==> config.mk <==
export PLATFORM = sky130hd
export DESIGN_NAME = tag_header_stream_decoder_top
export DESIGN_NICKNAME = d
export VERILOG_FILES = /design/src/rtl/thsd_pkg.sv /design/src/rtl/thsd_core.sv /design/src/rtl/tag_header_stream_decoder_top.sv
export SDC_FILE = /design/constraint.sdc
export NUM_CORES = 1
export LEC_CHECK = 0
export BUFFER_PORTS_ARGS = -buffer_cell sky130_fd_sc_hd__buf_4
export CORE_MARGIN = 1
export CORE_UTILIZATION = 60
export DETAILED_ROUTE_END_ITERATION = 10
export GPL_ROUTABILITY_DRIVEN = 1
export MAX_ROUTING_LAYER = met4
export PLACE_DENSITY = 0.92
export SETUP_SLACK_MARGIN = 0.02
export SYNTH_ARGS = -nofsm -noshare
export SYNTH_HDL_FRONTEND = slang
export SYNTH_SLANG_ARGS = --single-unit
export TNS_END_PERCENT = 20
==> constraint.sdc <==
create_clock -name clk -period 10.4 [get_ports clk]
set_clock_uncertainty 0.15 [all_clocks]
set_input_delay 0 -clock clk [delete_from_list [all_inputs] [get_ports clk]]
set_output_delay 0 -clock clk [all_outputs]
set_load 0.02 [all_outputs]
==> src/rtl/thsd_pkg.sv <==
// ----------------------------------------------------------------------------
// Tag header stream decoder package
// Shared payload types and result codes for the tag header stream decoder.
// ----------------------------------------------------------------------------
package thsd_pkg;

  // Result kinds.
  localparam logic [1:0] KIND_HDR_PEND = 2'd0;
  localparam logic [1:0] KIND_HDR_DONE = 2'd1;
  localparam logic [1:0] KIND_VALUE    = 2'd2;
  localparam logic [1:0] KIND_ERROR    = 2'd3;

  // Tag marks.
  localparam logic [1:0] MARK_NONE  = 2'd0;
  localparam logic [1:0] MARK_OPEN  = 2'd1;
  localparam logic [1:0] MARK_CLOSE = 2'd2;

  // One input byte.
  typedef struct packed {
    logic [7:0] data_byte;
    logic       restart;
  } thsd_in_t;

  // One decoded result.
  typedef struct packed {
    logic [1:0]         kind;
    logic [7:0]         tag_number;
    logic               is_context;
    logic [1:0]         tag_mark;
    logic [31:0]        value_length;
    logic [7:0]         byte_out;
    logic [31:0]        value_index;
    logic               last;
    logic [31:0]        uint_value;
    logic signed [31:0] sint_value;
    logic               value_fits;
  } thsd_out_t;

endpackage

==> src/rtl/thsd_core.sv <==
// ----------------------------------------------------------------------------
// Tag header stream decoder core
// Holds the parser state and decodes one byte per step into one result.
// ----------------------------------------------------------------------------
module thsd_core import thsd_pkg::*; (
  input  logic      clk,
  input  logic      rst_n,
  input  logic      step,
  input  thsd_in_t  in_item,
  output thsd_out_t res
);

  // Parser phases.
  localparam logic [2:0] PH_HEADER   = 3'd0;
  localparam logic [2:0] PH_EXT_TAG  = 3'd1;
  localparam logic [2:0] PH_LEN_BYTE = 3'd2;
  localparam logic [2:0] PH_EXT_LEN  = 3'd3;
  localparam logic [2:0] PH_VALUE    = 3'd4;

  localparam logic [7:0] LEN_EXT2 = 8'd254;

  logic [2:0]  phase_r,  phase_nxt;
  logic [7:0]  tag_r,    tag_nxt;
  logic        ctx_r,    ctx_nxt;
  logic [2:0]  lc_r,     lc_nxt;
  logic [2:0]  ext_r,    ext_nxt;
  logic [31:0] vlen_r,   vlen_nxt;
  logic [31:0] cnt_r,    cnt_nxt;
  logic [31:0] acc_r,    acc_nxt;

  logic [2:0]  ph;
  logic [7:0]  b;
  logic        do_decide;
  logic        do_complete;
  logic [31:0] cmp_len;
  logic [31:0] vlen_shift;

  assign b          = in_item.data_byte;
  assign ph         = in_item.restart ? PH_HEADER : phase_r;
  assign vlen_shift = {vlen_r[23:0], b};

  // Next state and result for the byte on the input.
  always_comb begin
    phase_nxt   = phase_r;
    tag_nxt     = tag_r;
    ctx_nxt     = ctx_r;
    lc_nxt      = lc_r;
    ext_nxt     = ext_r;
    vlen_nxt    = vlen_r;
    cnt_nxt     = cnt_r;
    acc_nxt     = acc_r;
    do_decide   = 1'b0;
    do_complete = 1'b0;
    cmp_len     = '0;
    res         = '0;
    res.kind    = KIND_HDR_PEND;

    if (ph == PH_EXT_TAG) begin
      tag_nxt   = b;
      do_decide = 1'b1;
    end else if (ph == PH_LEN_BYTE) begin
      if (b < LEN_EXT2) begin
        do_complete = 1'b1;
        cmp_len     = {24'd0, b};
      end else begin
        ext_nxt   = (b == LEN_EXT2) ? 3'd2 : 3'd4;
        vlen_nxt  = '0;
        phase_nxt = PH_EXT_LEN;
      end
    end else if (ph == PH_EXT_LEN) begin
      vlen_nxt = vlen_shift;
      ext_nxt  = ext_r - 3'd1;
      if (ext_nxt == 3'd0) begin
        do_complete = 1'b1;
        cmp_len     = vlen_shift;
      end
    end else if (ph == PH_VALUE) begin
      // Value byte: shift into the accumulator and count it.
      acc_nxt          = {acc_r[23:0], b};
      cnt_nxt          = cnt_r + 32'd1;
      res.kind         = KIND_VALUE;
      res.value_length = vlen_r;
      res.value_index  = cnt_r;
      res.uint_value   = acc_nxt;
      res.value_fits   = (vlen_r >= 32'd1) && (vlen_r <= 32'd4);
      if (cnt_nxt[31:2] != 30'd0) begin
        res.sint_value = acc_nxt;
      end else begin
        case (cnt_nxt[1:0])
          2'd1:    res.sint_value = {{24{acc_nxt[7]}}, acc_nxt[7:0]};
          2'd2:    res.sint_value = {{16{acc_nxt[15]}}, acc_nxt[15:0]};
          2'd3:    res.sint_value = {{8{acc_nxt[23]}}, acc_nxt[23:0]};
          default: res.sint_value = acc_nxt;
        endcase
      end
      if (cnt_nxt == vlen_r) begin
        res.last  = 1'b1;
        phase_nxt = PH_HEADER;
      end
    end else begin
      // First header byte: tag nibble, class bit and length code.
      tag_nxt  = {4'd0, b[7:4]};
      ctx_nxt  = b[3];
      lc_nxt   = b[2:0];
      vlen_nxt = '0;
      cnt_nxt  = '0;
      acc_nxt  = '0;
      ext_nxt  = '0;
      if (b[7:4] == 4'hf) begin
        phase_nxt = PH_EXT_TAG;
      end else begin
        do_decide = 1'b1;
      end
    end

    // Tag number and class known: act on the length code.
    if (do_decide) begin
      if (!ctx_nxt && tag_nxt == 8'd1) begin
        phase_nxt      = PH_HEADER;
        vlen_nxt       = '0;
        res.kind       = KIND_HDR_DONE;
        res.last       = 1'b1;
        res.uint_value = {31'd0, lc_nxt[0]};
        res.sint_value = {31'd0, lc_nxt[0]};
        res.value_fits = 1'b1;
      end else if (lc_nxt == 3'd6 || lc_nxt == 3'd7) begin
        phase_nxt = PH_HEADER;
        vlen_nxt  = '0;
        res.last  = 1'b1;
        if (ctx_nxt) begin
          res.kind     = KIND_HDR_DONE;
          res.tag_mark = (lc_nxt == 3'd6) ? MARK_OPEN : MARK_CLOSE;
        end else begin
          res.kind = KIND_ERROR;
        end
      end else if (lc_nxt == 3'd5) begin
        phase_nxt = PH_LEN_BYTE;
      end else begin
        do_complete = 1'b1;
        cmp_len     = {29'd0, lc_nxt};
      end
    end

    // Header complete with a known length.
    if (do_complete) begin
      vlen_nxt = cmp_len;
      cnt_nxt  = '0;
      acc_nxt  = '0;
      res.kind = KIND_HDR_DONE;
      if (cmp_len == 32'd0) begin
        phase_nxt = PH_HEADER;
        res.last  = 1'b1;
      end else begin
        phase_nxt        = PH_VALUE;
        res.value_length = cmp_len;
        res.value_fits   = (cmp_len >= 32'd1) && (cmp_len <= 32'd4);
      end
    end

    res.tag_number = tag_nxt;
    res.is_context = ctx_nxt;
    res.byte_out   = b;
  end

  // Parser state advances on each accepted byte.
  always_ff @(posedge clk) begin
    if (!rst_n) begin
      phase_r <= PH_HEADER;
      tag_r   <= '0;
      ctx_r   <= 1'b0;
      lc_r    <= '0;
      ext_r   <= '0;
      vlen_r  <= '0;
      cnt_r   <= '0;
      acc_r   <= '0;
    end else if (step) begin
      phase_r <= phase_nxt;
      tag_r   <= tag_nxt;
      ctx_r   <= ctx_nxt;
      lc_r    <= lc_nxt;
      ext_r   <= ext_nxt;
      vlen_r  <= vlen_nxt;
      cnt_r   <= cnt_nxt;
      acc_r   <= acc_nxt;
    end
  end

endmodule

==> src/rtl/tag_header_stream_decoder_top.sv <==
// Each result is registered, in the result register or the skid register, as its byte is accepted.
// Throughput: one byte per cycle while the skid register is empty; each byte is one pass through the decode logic.
// A two-entry output stage (result register plus skid register) keeps input
// flowing while the output is stalled, until the skid register fills.
// Reset (synchronous, rst_n low) empties the output stage and returns the
// parser to the header phase with all state cleared.
// ----------------------------------------------------------------------------
// Tag header stream decoder top level
// Decodes a stream of tagged-field bytes, one result transfer per byte.
// ----------------------------------------------------------------------------
module tag_header_stream_decoder_top import thsd_pkg::*; (
  input  logic      clk,
  input  logic      rst_n,
  input  logic      in_valid,
  output logic      in_ready,
  input  thsd_in_t  in_data,
  output logic      out_valid,
  input  logic      out_ready,
  output thsd_out_t out_data
);

  thsd_out_t res;
  thsd_out_t out_r;
  thsd_out_t skid_r;
  logic      out_valid_r, out_valid_nxt;
  logic      skid_valid_r, skid_valid_nxt;
  logic      step;
  logic      out_free;

  assign in_ready  = !skid_valid_r;
  assign step      = in_valid && in_ready;
  assign out_free  = !out_valid_r || out_ready;
  assign out_valid = out_valid_r;
  assign out_data  = out_r;

  thsd_core u_core (
    .clk     (clk),
    .rst_n   (rst_n),
    .step    (step),
    .in_item (in_data),
    .res     (res)
  );

  // Output stage occupancy.
  always_comb begin
    out_valid_nxt  = out_valid_r;
    skid_valid_nxt = skid_valid_r;
    if (out_free) begin
      if (skid_valid_r) begin
        out_valid_nxt  = 1'b1;
        skid_valid_nxt = 1'b0;
      end else begin
        out_valid_nxt = step;
      end
    end else if (step) begin
      skid_valid_nxt = 1'b1;
    end
  end

  always_ff @(posedge clk) begin
    if (!rst_n) begin
      out_valid_r  <= 1'b0;
      skid_valid_r <= 1'b0;
    end else begin
      out_valid_r  <= out_valid_nxt;
      skid_valid_r <= skid_valid_nxt;
    end
  end

  // Result payloads.
  always_ff @(posedge clk) begin
    if (out_free) begin
      if (skid_valid_r) begin
        out_r <= skid_r;
      end else if (step) begin
        out_r <= res;
      end
    end else if (step) begin
      skid_r <= res;
    end
  end

  // The skid register is only ever filled behind a held result.
  a_skid_behind_out: assert property (@(posedge clk) disable iff (!rst_n)
    skid_valid_r |-> out_valid_r)
    else $error("skid register full while result register empty");

  // An accepted byte always leaves the result register full on the next cycle.
  a_accept_gives_result: assert property (@(posedge clk) disable iff (!rst_n)
    step |=> out_valid_r)
    else $error("accepted byte produced no result");

  // A byte accepted while the output is stalled fills the skid and stops the input.
  a_full_stops_input: assert property (@(posedge clk) disable iff (!rst_n)
    (out_valid_r && !out_ready && step) |=> !in_ready)
    else $error("input still open with both output entries full");

  // Errors always close the tag.
  a_error_is_last: assert property (@(posedge clk) disable iff (!rst_n)
    (out_valid_r && out_r.kind == KIND_ERROR) |-> out_r.last)
    else $error("error result without last marker");

endmodule

# ---- Yosys cells after proc, flatten, opt, wreduce, memory -nomap -nowiden
# Index checks and enable logic that the tools add are counted.
dict set report op_classes {
  mux 110
  addsub 2
  bitwise_logic 3
  n_eq_ne 19
  n_lt_le_gt_ge 5
  reduce_logical 18
}
# op n
set op_table {}
lappend op_table {{32-bit two-way mux} 28}
lappend op_table {{98-bit two-way mux} 4}
lappend op_table {{151-bit two-way mux} 2}
lappend op_table {{24-bit two-way mux} 5}
lappend op_table {{32-bit one-hot mux with 3 select lines} 1}
lappend op_table {{3-bit two-way mux} 23}
lappend op_table {{66-bit two-way mux} 1}
lappend op_table {{65-bit two-way mux} 1}
lappend op_table {{32-bit by 1-bit greater-or-equal comparator with 1-bit output, second input constant} 2}
lappend op_table {{32-bit by 3-bit less-or-equal comparator with 1-bit output, second input constant} 2}
lappend op_table {{8-bit two-way mux} 5}
lappend op_table {{32-bit by 1-bit adder with 32-bit output, second input constant} 1}
lappend op_table {{32-bit equality test} 1}
lappend op_table {{32-bit logical NOT} 1}
lappend op_table {{30-bit nonzero test} 1}
lappend op_table {{2-bit two-way mux} 14}
lappend op_table {{1-bit two-way mux} 26}
lappend op_table {{3-bit equality test, second input constant} 4}
lappend op_table {{8-bit by 1-bit equality test with 1-bit output, second input constant} 1}
lappend op_table {{8-bit equality test, second input constant} 1}
lappend op_table {{8-bit less-than comparator, second input constant} 1}
lappend op_table {{4-bit AND reduction} 2}
lappend op_table {{3-bit by 2-bit equality test with 1-bit output, second input constant} 2}
lappend op_table {{2-bit by 1-bit inequality test with 1-bit output, second input constant} 3}
lappend op_table {{other kinds (15)} 25}
dict set report totals {
  register_bits 410
  elab_cells 189
  in_bits 13
  out_inout_bits 153
}

# ---- Depth between registers and ports, before layout
# Gate-level depths: netlist of the first run.
dict set report depth {
  depth_word 17
  ltp_mapped 13
  depth_no_buf 10
}

# ---- Cells and area by module
# From an unflattened synthesis of the first run, not the netlist that was laid out.
dict set report unflattened {
  hier_cells 1670
  area_unflattened_um2 19650.1
}
# module n_inst cells_each area_per_inst_um2
set by_module_without_submodules {}
lappend by_module_without_submodules {tag_header_stream_decoder_top 1 480 11044.3}
lappend by_module_without_submodules {thsd_core 1 1190 8605.8}

# ---- Worst setup path before layout of the first run
# Ideal clock, no wire load.
dict set report synth_timing {
  path_type {reg-to-reg}
  start {register skid_valid_r}
  end {register skid_r[0] (netlist name), enable pin}
  slack_ns 2.722
  t_arrival_ns 6.880
  setup_ns 0.648
  period_less_slack_ns 7.678
  stages_incl_launch_ff 6
  path_cell_list {dfxtp_1 clkbuf_1 inv_2 nand2_1 clkbuf_1 nor2_1}
}
dict set report synth_via {
  elab_chain_cells 3
}
# element line
set synth_lines {}
lappend synth_lines {{from (decl)} tag_header_stream_decoder_top.sv:26} ;# logic skid_valid_r, skid_valid_nxt;
lappend synth_lines {{from (signal assigned)} tag_header_stream_decoder_top.sv:66} ;# skid_valid_r <= skid_valid_nxt;
lappend synth_lines {{1-bit logical NOT} tag_header_stream_decoder_top.sv:30} ;# assign in_ready = !skid_valid_r;
lappend synth_lines {{1-bit logical AND} tag_header_stream_decoder_top.sv:31} ;# assign step = in_valid && in_ready;
lappend synth_lines {{2-bit AND reduction (no line)} --}
lappend synth_lines {{to (signal assigned)} tag_header_stream_decoder_top.sv:79} ;# skid_r <= res;
lappend synth_lines {{to (decl)} tag_header_stream_decoder_top.sv:24} ;# thsd_out_t skid_r;
# No other way between the ends.
# A chain may end at the register's enable or synchronous reset.

# ---- Worst setup path after layout of the first run
dict set report layout_timing {
  start {register u_core.cnt_r[0]}
  end {register out_r (netlist bit out_data[12]) (data pin)}
}
dict set report layout_via {
  elab_chain_cells 12
  elab_cells_between_ends 15
  cone_classes {1 x add/sub; 3 x eq/ne; 10 x mux; 1 x reduce/logical}
}
# element line
set layout_lines {}
lappend layout_lines {{from (decl)} thsd_core.sv:28} ;# logic [31:0] cnt_r, cnt_nxt;
lappend layout_lines {{from (signal assigned)} thsd_core.sv:183} ;# cnt_r <= cnt_nxt;
lappend layout_lines {{32-bit by 1-bit adder with 32-bit output (*)} thsd_core.sv:80} ;# cnt_nxt = cnt_r + 32'd1;
lappend layout_lines {{2-bit equality test / 2-bit by 1-bit equality test with 1-bit output (equally long branches)} thsd_core.sv:89} ;# case (cnt_nxt[1:0])
lappend layout_lines {{32-bit one-hot mux with 3 select lines} thsd_core.sv:89}
lappend layout_lines {{32-bit two-way mux (*)} thsd_core.sv:86} ;# if (cnt_nxt[31:2] != 30'd0) begin
lappend layout_lines {{98-bit two-way mux (*)} thsd_core.sv:77} ;# end else if (ph == PH_VALUE) begin
lappend layout_lines {{98-bit two-way mux (*)} thsd_core.sv:70} ;# end else if (ph == PH_EXT_LEN) begin
lappend layout_lines {{98-bit two-way mux (*)} thsd_core.sv:61} ;# end else if (ph == PH_LEN_BYTE) begin
lappend layout_lines {{98-bit two-way mux (*)} thsd_core.sv:58} ;# if (ph == PH_EXT_TAG) begin
lappend layout_lines {{65-bit two-way mux} thsd_core.sv:118} ;# if (!ctx_nxt && tag_nxt == 8'd1) begin
lappend layout_lines {{66-bit two-way mux (*)} thsd_core.sv:117} ;# if (do_decide) begin
lappend layout_lines {{151-bit two-way mux (*)} tag_header_stream_decoder_top.sv:75} ;# end else if (step) begin
lappend layout_lines {{151-bit two-way mux (*)} tag_header_stream_decoder_top.sv:73} ;# if (skid_valid_r) begin
lappend layout_lines {{to (signal assigned)} tag_header_stream_decoder_top.sv:74} ;# out_r <= skid_r;
lappend layout_lines {{to (signal assigned)} tag_header_stream_decoder_top.sv:76} ;# out_r <= res;
lappend layout_lines {{to (decl)} tag_header_stream_decoder_top.sv:23} ;# thsd_out_t out_r;
# Every way passes the cells marked *; elsewhere a longest branch is shown, timed or not. The select of a mux whose other input is x is not followed.

==> metrics.md, run 1 <==
| Metric | Value |
|---|---|
| Maximum vdd drop | 108 µV |
| Clock tree buffer depth | 3 |
| ANT cells | 0 |
| Sequential share of power | about half |
| Num CTS Buffers | 40 |
| H-tree depth | 2 |
| Synth Register Bits | around 390 |
| Synth-to-Final Area Change | 14.1% |
| HPWL Detailed | 28.3 mm |
| Setup_tns | 0 ns |
| P per Cell Area | 166 mW/mm² |
| Worst Setup EP | out_data[12] |
| Clock latency on the worst-skew pair | 0.54 ns |
| R2r setup slk | approximately 5.7 ns |
| Cells after Synth | 1579 |
| NetSw | 0.827 mW |
| Nets | 1694 |
| Clock root buffer | clkbuf_16 |
| Critical path arrival | 4.77 ns |
| Avg Cell Area, Syn | 11.6 µm² |
| Hold Path Class | primary input to flop |
| R2R Path Start | u_core.cnt_r[0] |
| DR pass1 iterations | 6 |
| Final hold vios | 0 |
| Crit share post-route | 44.7% |
| Pin count of the biggest net entering global routing | 85 |
| DRT Wirelength | 45.4 mm |
| Layout cells sized above 1 | 22.5% |
| R2r worst-path depth | 10 |
| Fmax | 215 MHz |
| First-pass GRT wire length | 71.1 mm |
| DRC violations left | 0 |
| Port Buffers | between 150 and 200 |
| Post-CTS Hold Fix Bufs | 13 |
| Remaining antenna violation count | 0 |
| Synth Flop Type | edfxtp_1 |
| CTS tree | built |
| Effective utilization at floorplan | between 60% and 70% |
| Fin. max-slew vios | 0 |
| Gr usage total | 29.9% |
| Clock sinks | 394 |
| Worst slew pin tran | 1.18 ns |
| Clock power share | 40.4% |
| Setup WS pre-CTS | 5.85 ns |
| Via count | 13400 |
| P_int | 2.64 mW |
| Final WS setup | 5.75 ns |
| WL/cell | between 20 and 25 µm |
| Synth area leader | edfxtp_1 |
| Critical path required time | 10.52 ns |
| Switching part of the total power | 23.9% |
| Die height | ~180 µm |
| Initial drt markers | 1612 |
| Yosys synthesis warning count | 0 |
| Die W | around 180 µm |
| Post-synth top area share | 46.8% |
| IO Pins | 166 |
| CP endpoint kind | flop |
| Most common cell after layout, fill and taps aside | edfxtp_1 |
| WS Path Type | flop to flop |
| Unrepaired setup endpoints after global routing | no |
| Area of the die | between 0.03 and 0.04 mm² |
| Max-cap check violation count | 0 |
| CP Launch Type | flop |
| Crit-path max FO | 13 |
| FILL cells | around 2000 |
| Postcts setup bufs | 0 |
| Post-Syn Area | approximately 0.018 mm² |
| Fin crit period | ~4.7 ns |
| Number of global-route vias before repair | 12600 |
| Status | finished clean |
| Placement row count | 63 |
| Vias/cell | 6.38 |
| Core area | ~0.030 mm² |
| R2r endpoint | out_data[12] |
| Commonest cells after routing, fill and taps aside | edfxtp_1 (286), nand2_1 (182), buf_4 (180) |
| Initial antenna violation count | 0 |
| Clock slew at reported path FFs | 0.06 ns |
| Routability Congestion | 0.954 |
| Post-Syn Nets | around 1600 |
| Rel. slew slack | 21.6% |
| Count of unique library cells instantiated by Yosys | 80 |
| Share of flip-flops with an asynchronous set or reset | 0% |
| Logic pwr share | 8.6% |
| Number of synthesized flops with an enable pin | 286 |
| Sequential area share after synthesis | 58.6% |
| Resized cells post-CTS | 0 |
| Remaining global-route overflow | 0 |
| Final setup violation count | 0 |
| Leak | 7.60 nW |
| Crit path launch | u_core.cnt_r[0] |
| Ranking of synthesized cells by area | edfxtp_1 (47%), dfxtp_1 (12%), mux2_2 (6.1%) |
-- cells in the mapped netlist (21+ instances only) --
cell type and n:
nor2_1 76, inv_1 26, nand3_1 32, nor2b_1 23
o21ai_1 26, a22o_1 58, nor3_1 33, o21ai_0 37
nand2_1 182, and2_1 55, edfxtp_1 286, a21oi_1 44
a21boi_1 37, dfxtp_1 108, clkbuf_1 88, nor4_1 21
nand4_1 21, mux2_2 99, xnor2_1 41
-- state kept, by name (all words and copies together), names as in the netlist --
signal          count
out_data          143
skid_r            143
u_core.cnt_r       32
u_core.vlen_r      32
u_core.acc_r       24
u_core.tag_r        8
u_core.ext_r        3
u_core.lc_r         3
u_core.phase_r      3
out_valid           1
skid_valid_r        1
u_core.ctx_r        1
-- power groups by stage --
stage | registers, mW | logic (mW) | clock network (mW)
after detailed placement | 1.80 | 0.287 | 0
after global routing | 1.78 | 0.316 | 1.47
after CTS | 1.77 | 0.294 | 1.41
after global placement | 1.80 | 0.279 | 0
final | 1.77 | 0.296 | 1.40
after floorplan | 1.85 | 0.141 | 0
-- cell type report --
| type | instances | area, µm² | share of cell area, % |
|---|---|---|---|
| sequential | 394 | 10800 | 51.4 |
| multi-input combinational | 1019 | 6840 | 32.7 |
| timing repair buffer | 193 | 1480 | 7.08 |
| clock buffer | 57 | 1090 | 5.23 |
| tap | 390 | 488 | 2.33 |
| clock inverter | 17 | 171 | 0.819 |
| inverter | 27 | 104 | 0.496 |
-- critical path: stages (launching register included) --
cell and delay, ns:
dfxtp_1 0.47, ha_1 0.37, nand4_1 0.28, nor2_1 0.60, and3_1 0.37, a31oi_1 0.12, nor4_1 0.41, nand3_2 0.54
or3_1 0.69, a21oi_2 0.26, o21ai_1 0.11
-- per-layer routing --
layer | global-route usage, % | share of wire (%) | up-vias | wire [µm]
met1 | 41.4 | 43 | 6548 | 19400
met3 | 3.46 | 6.9 | 121 | 3150
met5 | - | 0 | - | 0
li1 | - | - | 5994 | -
met2 | 46.0 | 47 | 717 | 21500
met4 | 10.1 | 3.0 | 0 | 1370
-- metrics by stage --
| stage | instance area (µm²) | instances | total power, mW | utilization [%] | hold WS, ns |
|---|---|---|---|---|---|
| 6_report | 20900 | 2097 | 3.47 | 70.0 | 0.137 |
| 5_1_grt | 20900 | 2097 | 3.57 | 70.0 | 0.136 |
| 4_1_cts | 20900 | 2097 | 3.47 | 70.0 | 0.117 |
| 3_5_place_dp | 19500 | 2010 | 2.09 | 65.4 | 0.113 |
| 3_3_place_gp | 19500 | 2010 | 2.08 | 65.4 | 0.111 |
| 2_1_floorplan | 18300 | 1579 | 1.99 | - | -0.0511 |
-- worst min path at each step --
| stage | startpoint | endpoint | depth (start not counted) |
|---|---|---|---|
| floorplan | in_data[3] | skid_r[100] | 0 |
| global placement | in_data[4] | skid_r[101] | 1 |
| detailed placement | in_data[4] | skid_r[101] | 1 |
| CTS | in_data[3] | skid_r[100] | 2 |
| global route | in_data[3] | skid_r[100] | 2 |
| finish | in_data[3] | skid_r[100] | 2 |
-- logic make-up after synthesis --
| family | synth area share [%] |
|---|---|
| flops | 58.6 |
| simple gates | 14.4 |
| xor+xnor | 2.82 |
| compound gates | 13.0 |
| buf+inv | 4.25 |
| fa+ha+maj | 0.409 |
| mux | 6.52 |
Note: power is estimated with default switching activity, not from simulation.
==> run 2, diff against run 1 <==
CORE_UTILIZATION = 54   (was 60)
PLACE_DENSITY = 0.88   (was 0.92)
clock period = 3.9 ns   (was 10.4 ns; I/O delays follow)
==> run 2 against run 1 <==
Effect of this change:
- first-iteration DRC count fell by 6.2%
- sequential cell count stayed put
- die area is 11% higher
- clock power grew to 2.8 times the previous value
- via count up 1.2%
- clock-buffer cell count decreased by 7
- routed wire length is 1.9% higher
- hold slack better by 0.011 ns
- critical endpoint is now out_data[27]
- cell area rose by 3.3%
- power rose to 2.7 times the previous value
- maximum frequency up 26%
- register-to-register slack worse by 5.5 ns
==> metrics.md, run 2 (synthesized netlist as in run 1, its figures left out) <==
| Metric | Value |
|---|---|
| Core area | 0.0334 mm² (was 0.0299 mm²) |
| Die W | 186 µm (was 177 µm) |
| Leak | 7.98 nW (was 7.60 nW) |
| Remaining antenna violation count | 0 (unchanged) |
| Non-filler cells, final | 2221 (was 2097) |
| Worst slew pin tran | 0.858 ns (was 1.18 ns) |
| P per Cell Area | 435 mW/mm² (was 166 mW/mm²) |
| Vias/cell | 6.10 (was 6.38) |
| DR pass1 iterations | 7 (was 6) |
| Via count | 13500 (was 13400) |
| NetSw | 2.21 mW (was 0.827 mW) |
| Setup WS pre-CTS | 0.129 ns (was 5.85 ns) |
| WS Path Type | flop to flop (unchanged) |
| Number of global-route vias before repair | 13000 (was 12600) |
| Most common cell after layout, fill and taps aside | edfxtp_1 (unchanged) |
| Fin. max-slew vios | 0 (unchanged) |
| Critical path's slowest cell | dfxtp_1 (was or3_1) |
| Synth-to-Final Area Change | 17.9% (was 14.1%) |
| Final WS setup | 0.200 ns (was 5.75 ns) |
| Fmax | 270 MHz (was 215 MHz) |
| Nets | 1760 (was 1694) |
| ANT cells | 0 (unchanged) |
| Status | finished clean (unchanged) |
| WHS | 0.147 ns (was 0.137 ns) |
| IO Pins | 166 (unchanged) |
| Pin count of the biggest net entering global routing | 82 (was 85) |
| Remaining global-route overflow | 0 (unchanged) |
| Placement row count | 67 (was 63) |
| R2R Path Start | u_core.cnt_r[7] (was u_core.cnt_r[0]) |
| Clock slew at reported path FFs | 0.06 ns (about the same) |
| Clock tree buffer depth | 3 (unchanged) |
| Final setup violation count | 0 (unchanged) |
| Total power | 9.40 mW (was 3.47 mW) |
| Switching part of the total power | 23.5% (was 23.9%) |
| Max-cap check violation count | 0 (unchanged) |
| Final hold vios | 0 (unchanged) |
| Clock root buffer | clkbuf_16 (unchanged) |
| Die height | 186 µm (was 177 µm) |
| Maximum vdd drop | 360 µV (was 108 µV) |
| Unrepaired setup endpoints after global routing | yes (was no) |
| CP cell instances | and3_1 > nand3_1 > buf_4 > nor3_2 > mux2i_1 > nor4_1 > nand3_2 > buf_4 > o21ai_4 > a21oi_2 > mux2_2 (was ha_1 > nand4_1 > nor2_1 > and3_1 > a31oi_1 > nor4_1 > nand3_2 > or3_1 > a21oi_2 > o21ai_1) |
| Crit share post-route | 94.9% (was 44.7%) |
| Crit path launch | u_core.cnt_r[7] (was u_core.cnt_r[0]) |
| First-pass GRT wire length | 72.0 mm (was 71.1 mm) |
| CTS tree | built (unchanged) |
| R2r setup slk | 0.20 ns (was 5.75 ns) |
| Sequential share of power | 50.2% (was 51.1%) |
| DRC violations left | 0 (unchanged) |
| Rel. slew slack | 42.8% (was 21.6%) |
| Hold Path Class | primary input to flop (unchanged) |
| Clock power share | 41.0% (was 40.4%) |
| CP most frequent cell | buf_4 |
| Initial antenna violation count | 0 (unchanged) |
| R2r worst-path depth | 11 (was 10) |
| P_int | 7.19 mW (was 2.64 mW) |
| Effective utilization at floorplan | 54.8% (was 61.4%) |
| Logic pwr share | 8.8% (was 8.6%) |
| HPWL Detailed | 29.7 mm (was 28.3 mm) |
| Layout cells sized above 1 | 25.6% (was 22.5%) |
| R2r endpoint | out_data[27] (was out_data[12]) |
| Instance area at placement | 0.0201 mm² (was 0.0195 mm²) |
| Crit-path max FO | 8 (was 13) |
| Gr usage total | 27.5% (was 29.9%) |
| Num CTS Buffers | 40 (unchanged) |
| Commonest cells after routing, fill and taps aside | edfxtp_1 (286), buf_4 (242), nand2_1 (182) (was edfxtp_1 (286), nand2_1 (182), buf_4 (180)) |
| Area of the die | 0.0347 mm² (was 0.0313 mm²) |
| Worst Setup EP | out_data[27] (was out_data[12]) |
| H-tree depth | 2 (unchanged) |
| WL/cell | 20.8 µm (was 21.7 µm) |
| Port Buffers | 165 (unchanged) |
| Initial drt markers | 1512 (was 1612) |
| Clock sinks | 394 (unchanged) |
| Routability Congestion | 0.951 (was 0.954) |
| Fin crit period | 3.70 ns (was 4.65 ns) |
| Critical path arrival | 3.82 ns (was 4.77 ns) |
| Placed cells | 2134 (was 2010) |
| Clock latency on the worst-skew pair | 0.55 ns (was 0.54 ns) |
| CP endpoint kind | flop (unchanged) |
| Critical Path Max Stage Delay | 0.57 ns (was 0.69 ns) |
| Final cell area excluding filler cells | 0.0216 mm² (was 0.0209 mm²) |
| Critical path required time | 4.02 ns (was 10.52 ns) |
| DRT Wirelength | 46.3 mm (was 45.4 mm) |
| CP Launch Type | flop (unchanged) |
==> run 2: cell types whose count changed in the layout (fill, tap and decap cells not counted), moves of 3 or more <==
cell,previous run,this run
clkbuf_1,14,10
clkinv_1,3,7
inv_4,4,1
clkbuf_8,3,0
buf_12,0,4
buf_4,180,242
bufinv_16,2,5
==> run 2: final cells by class <==
type / instances / area (µm²)
Multi-Input combinational cell: 1019 / 6850
Timing Repair Buffer: 259 / 2030
Clock inverter: 24 / 277
Clock buffer: 50 / 1040
Tap cell: 448 / 561
Fill cell: 2426 / 11800
Inverter: 27 / 104
Sequential cell: 394 / 10800
==> run 2: critical path, delay by kind of cell, from the launching register on <==
family | cells | cell delay (ns)
DFF | 1 | 0.57
muxes | 2 | 0.41
AOI/OAI and AO/OA | 2 | 0.43
buffers and inverters | 2 | 0.46
and+or+nand+nor | 5 | 1.42
==> run 2: worst min path at each step <==
stage                  endpoint  startpoint  cells past startpoint  slack [ns]
finish               skid_r[99]  in_data[2]                      2        0.15
global placement    skid_r[100]  in_data[3]                      1        0.14
global route         skid_r[99]  in_data[2]                      2        0.16
floorplan           skid_r[100]  in_data[3]                      0       -0.05
CTS                 skid_r[100]  in_data[3]                      2        0.14
detailed placement  skid_r[100]  in_data[3]                      1        0.14
==> run 2: what timing repair did <==
item                       in CTS  in global routing
hold endpoints to repair      149                  0
setup endpoints to repair       0                 60
setup buffers                   0                  0
resized for setup               0                  5
hold buffers                   13                  0
==> run 2: per-layer routing <==
metal	global-route usage (%)	up-vias	routed length, µm
li1	-	6123	-
met3	3.04	131	3360
met2	42.6	691	21600
met1	37.8	6595	19800
met4	9.54	0	1440
met5	-	-	0
==> run 2: metrics by stage <==
| step | TNS (ns) | util (%) |
|---|---|---|
| detailed placement | 0 | 60.2 |
| finish | 0 | 64.6 |
| global route | 0 | 64.6 |
| global placement | 0 | 60.2 |
| floorplan | -123.79 | - |
| CTS | 0 | 64.5 |
==> run 2: power by group through the flow <==
stage	logic, mW	clock network [mW]	registers [mW]
floorplan	0.376	0	4.92
global route	0.878	4.05	4.73
detailed placement	0.799	0	4.81
global placement	0.783	0	4.80
CTS	0.816	3.88	4.72
finish	0.823	3.85	4.72
==> run 3, diff against run 2 <==
BUFFER_PORTS_ARGS = unset   (was -buffer_cell sky130_fd_sc_hd__buf_4)
CORE_UTILIZATION = 58   (was 54)
DONT_BUFFER_PORTS = 1   (was unset)
==> run 3 against run 2 <==
Effect of this change:
- the run now ends with design-rule violations left
- worst setup slack worse by 0.089 ns
- critical path depth is 1 lower
- power is 2.6% lower
- largest power group unchanged
- highest routed layer unchanged
==> metrics.md, run 3 (synthesized netlist as in run 1, its figures left out) <==
| Metric | Value |
|---|---|
| Setup_tns | 0 ns (unchanged) |
| HPWL Detailed | 27.5 mm (was 29.7 mm) |
| Remaining antenna violation count | 0 (unchanged) |
| Area of the die | 0.0323 mm² (was 0.0347 mm²) |
| Rel. slew slack | 34.2% (was 42.8%) |
| NetSw | 2.13 mW (was 2.21 mW) |
| Final setup violation count | 0 (unchanged) |
| H-tree depth | 2 (unchanged) |
| Clock power share | 41.2% (was 41.0%) |
| Initial drt markers | 1881 (was 1512) |
| Synth-to-Final Area Change | 10.3% (was 17.9%) |
| R2r endpoint | out_data[31] (was out_data[27]) |
| Placed cells | 1897 (was 2134) |
| FILL cells | 2192 (was 2426) |
| DRT Wirelength | 43.6 mm (was 46.3 mm) |
| DR pass1 iterations | 9 (was 7) |
| Critical path's slowest cell | or4_1 (was dfxtp_1) |
| Via count | 12800 (was 13500) |
| First-pass GRT wire length | 68.9 mm (was 72.0 mm) |
| CP Launch Type | flop (unchanged) |
| CP cell instances | nand4_1 > or4_1 > o41ai_1 > o21ai_0 > a2111oi_2 > nand3_2 > buf_4 > o21ai_4 > a21oi_2 > mux2_2 (was and3_1 > nand3_1 > buf_4 > nor3_2 > mux2i_1 > nor4_1 > nand3_2 > buf_4 > o21ai_4 > a21oi_2 > mux2_2) |
| Remaining global-route overflow | 0 (unchanged) |
| Clock tree buffer depth | 3 (unchanged) |
| WHS | 0.0374 ns (was 0.147 ns) |
| CP endpoint kind | flop (unchanged) |
| Crit path launch | u_core.cnt_r[9] (was u_core.cnt_r[7]) |
| Worst slew pin tran | 0.987 ns (was 0.858 ns) |
| P_int | 7.03 mW (was 7.19 mW) |
| CTS tree | built (unchanged) |
| Commonest cells after routing, fill and taps aside | edfxtp_1 (286), nand2_1 (182), dfxtp_1 (104) (was edfxtp_1 (286), buf_4 (242), nand2_1 (182)) |
| Status | complete, but fails checks (was finished clean) |
| R2r worst-path depth | 10 (was 11) |
| Die W | 180 µm (was 186 µm) |
| Port Buffers | 0 (was 165) |
| Final hold vios | 0 (unchanged) |
| Gr usage total | 27.6% (was 27.5%) |
| Leak | 7.11 nW (was 7.98 nW) |
| Number of global-route vias before repair | 12200 (was 13000) |
| R2R Path Start | u_core.cnt_r[9] (was u_core.cnt_r[7]) |
| Clock sinks | 394 (unchanged) |
| Placement row count | 64 (was 67) |
| Crit share post-route | 97.1% (was 94.9%) |
| R2r setup slk | 0.11 ns (was 0.20 ns) |
| Top Layer Used | met4 (unchanged) |
| Metal-1 WL | 18.8 mm (was 19.8 mm) |
| Clock root buffer | clkbuf_16 (unchanged) |
| Worst hold endpoint | out_data[103] (was skid_r[99]) |
| Nets | 1579 (was 1760) |
| Critical path arrival | 3.92 ns (was 3.82 ns) |
| WS Path Type | flop to flop (unchanged) |
| Effective utilization at floorplan | 59.5% (was 54.8%) |
| Fin. max-slew vios | 0 (unchanged) |
| Total power | 9.15 mW (was 9.40 mW) |
| IO Pins | 166 (unchanged) |
| Logic pwr share | 5.6% (was 8.8%) |
| Non-filler cells, final | 1987 (was 2221) |
| DRC violations left | 15 (was 0) |
| Switching part of the total power | 23.2% (was 23.5%) |
| Pin count of the biggest net entering global routing | 144 (was 82) |
| Critical path required time | 4.03 ns (was 4.02 ns) |
| Met3 WL post-DR | 3.51 mm (was 3.36 mm) |
| Failing checks | design-rule violations |
| Hold Path Class | primary input to flop (unchanged) |
| Worst hold path cell count | 2 (unchanged) |
| Clock slew at reported path FFs | 0.06 ns (about the same) |
| Initial antenna violation count | 0 (unchanged) |
| Crit-path max FO | 8 (unchanged) |
| Num CTS Buffers | 40 (unchanged) |
| Fin crit period | 3.79 ns (was 3.70 ns) |
| P per Cell Area | 453 mW/mm² (was 435 mW/mm²) |
| Crit path buffers/inverters | 1 (was 2) |
| CP top delay family | compound AO/OA/AOI/OAI gates (was simple AND/OR/NAND/NOR gates) |
| Die height | 180 µm (was 186 µm) |
| Critical Path Max Stage Delay | 0.59 ns (was 0.57 ns) |
| Vias/cell | 6.42 (was 6.10) |
| Met2 wire length | 20.2 mm (was 21.6 mm) |
| Layout cells sized above 1 | 17.6% (was 25.6%) |
| Hold path start | in_valid (was in_data[2]) |
| Fmax | 264 MHz (was 270 MHz) |
| ANT cells | 0 (unchanged) |
| Unrepaired setup endpoints after global routing | yes (unchanged) |
| Sequential share of power | 53.2% (was 50.2%) |
| Routability Congestion | 0.941 (was 0.951) |
| Max-cap check violation count | 0 (unchanged) |
| Core area | 0.0308 mm² (was 0.0334 mm²) |
| Maximum vdd drop | 322 µV (was 360 µV) |
| Most common cell after layout, fill and taps aside | edfxtp_1 (unchanged) |
| Clock latency on the worst-skew pair | 0.54 ns (was 0.55 ns) |
| WL/cell | 22.0 µm (was 20.8 µm) |
[run 3: power groups by stage]
stage / Clock (mW) / Combinational [mW] / Sequential [mW]
floorplan: 0 / 0.376 / 4.92
global placement: 0 / 0.437 / 4.96
detailed placement: 0 / 0.452 / 4.96
CTS: 3.83 / 0.500 / 4.87
global route: 3.98 / 0.550 / 4.88
finish: 3.77 / 0.508 / 4.87
[run 3: how the worst max path moves through the flow]
stage	end	slack, ns	depth (start not counted)
2_1_floorplan	out_data[0]	-0.87	3
3_3_place_gp	out_data[65]	0.26	11
5_1_grt	out_data[10]	0.01	11
4_1_cts	u_core.acc_r[19]	0.12	9
6_report	out_data[31]	0.11	10
3_5_place_dp	u_core.acc_r[19]	0.14	9
[run 3: metrics by stage]
step | utilization [%] | worst slack (ns) | area [µm²]
6_report | 65.6 | 0.111 | 20200
5_1_grt | 65.6 | 0.0123 | 20200
4_1_cts | 65.5 | 0.119 | 20200
3_5_place_dp | 60.7 | 0.142 | 18700
3_3_place_gp | 60.7 | 0.257 | 18700
2_1_floorplan | - | -0.866 | 18300
[run 3: layer usage]
| metal | up-vias | GRT usage, % |
|---|---|---|
| li1 | 5764 | - |
| met4 | 0 | 8.00 |
| met1 | 6260 | 38.8 |
| met5 | - | - |
| met2 | 637 | 42.1 |
| met3 | 100 | 3.75 |
[run 3: repair_timing]
item / CTS / global route
setup endpoints to repair: 0 / 80
hold buffers: 14 / 0
hold endpoints to repair: 334 / 0
buffers inserted: 0 / 3
resized for setup: 0 / 6
[run 3: area by class of cell]
cell class	count	area (µm²)	share of cell area, %
sequential	394	10800	53.2
multi-input combinational	1019	6850	33.9
clock buffer	59	1190	5.90
timing repair buffer	78	701	3.46
tap	396	495	2.45
clock inverter	14	125	0.619
inverter	27	104	0.513
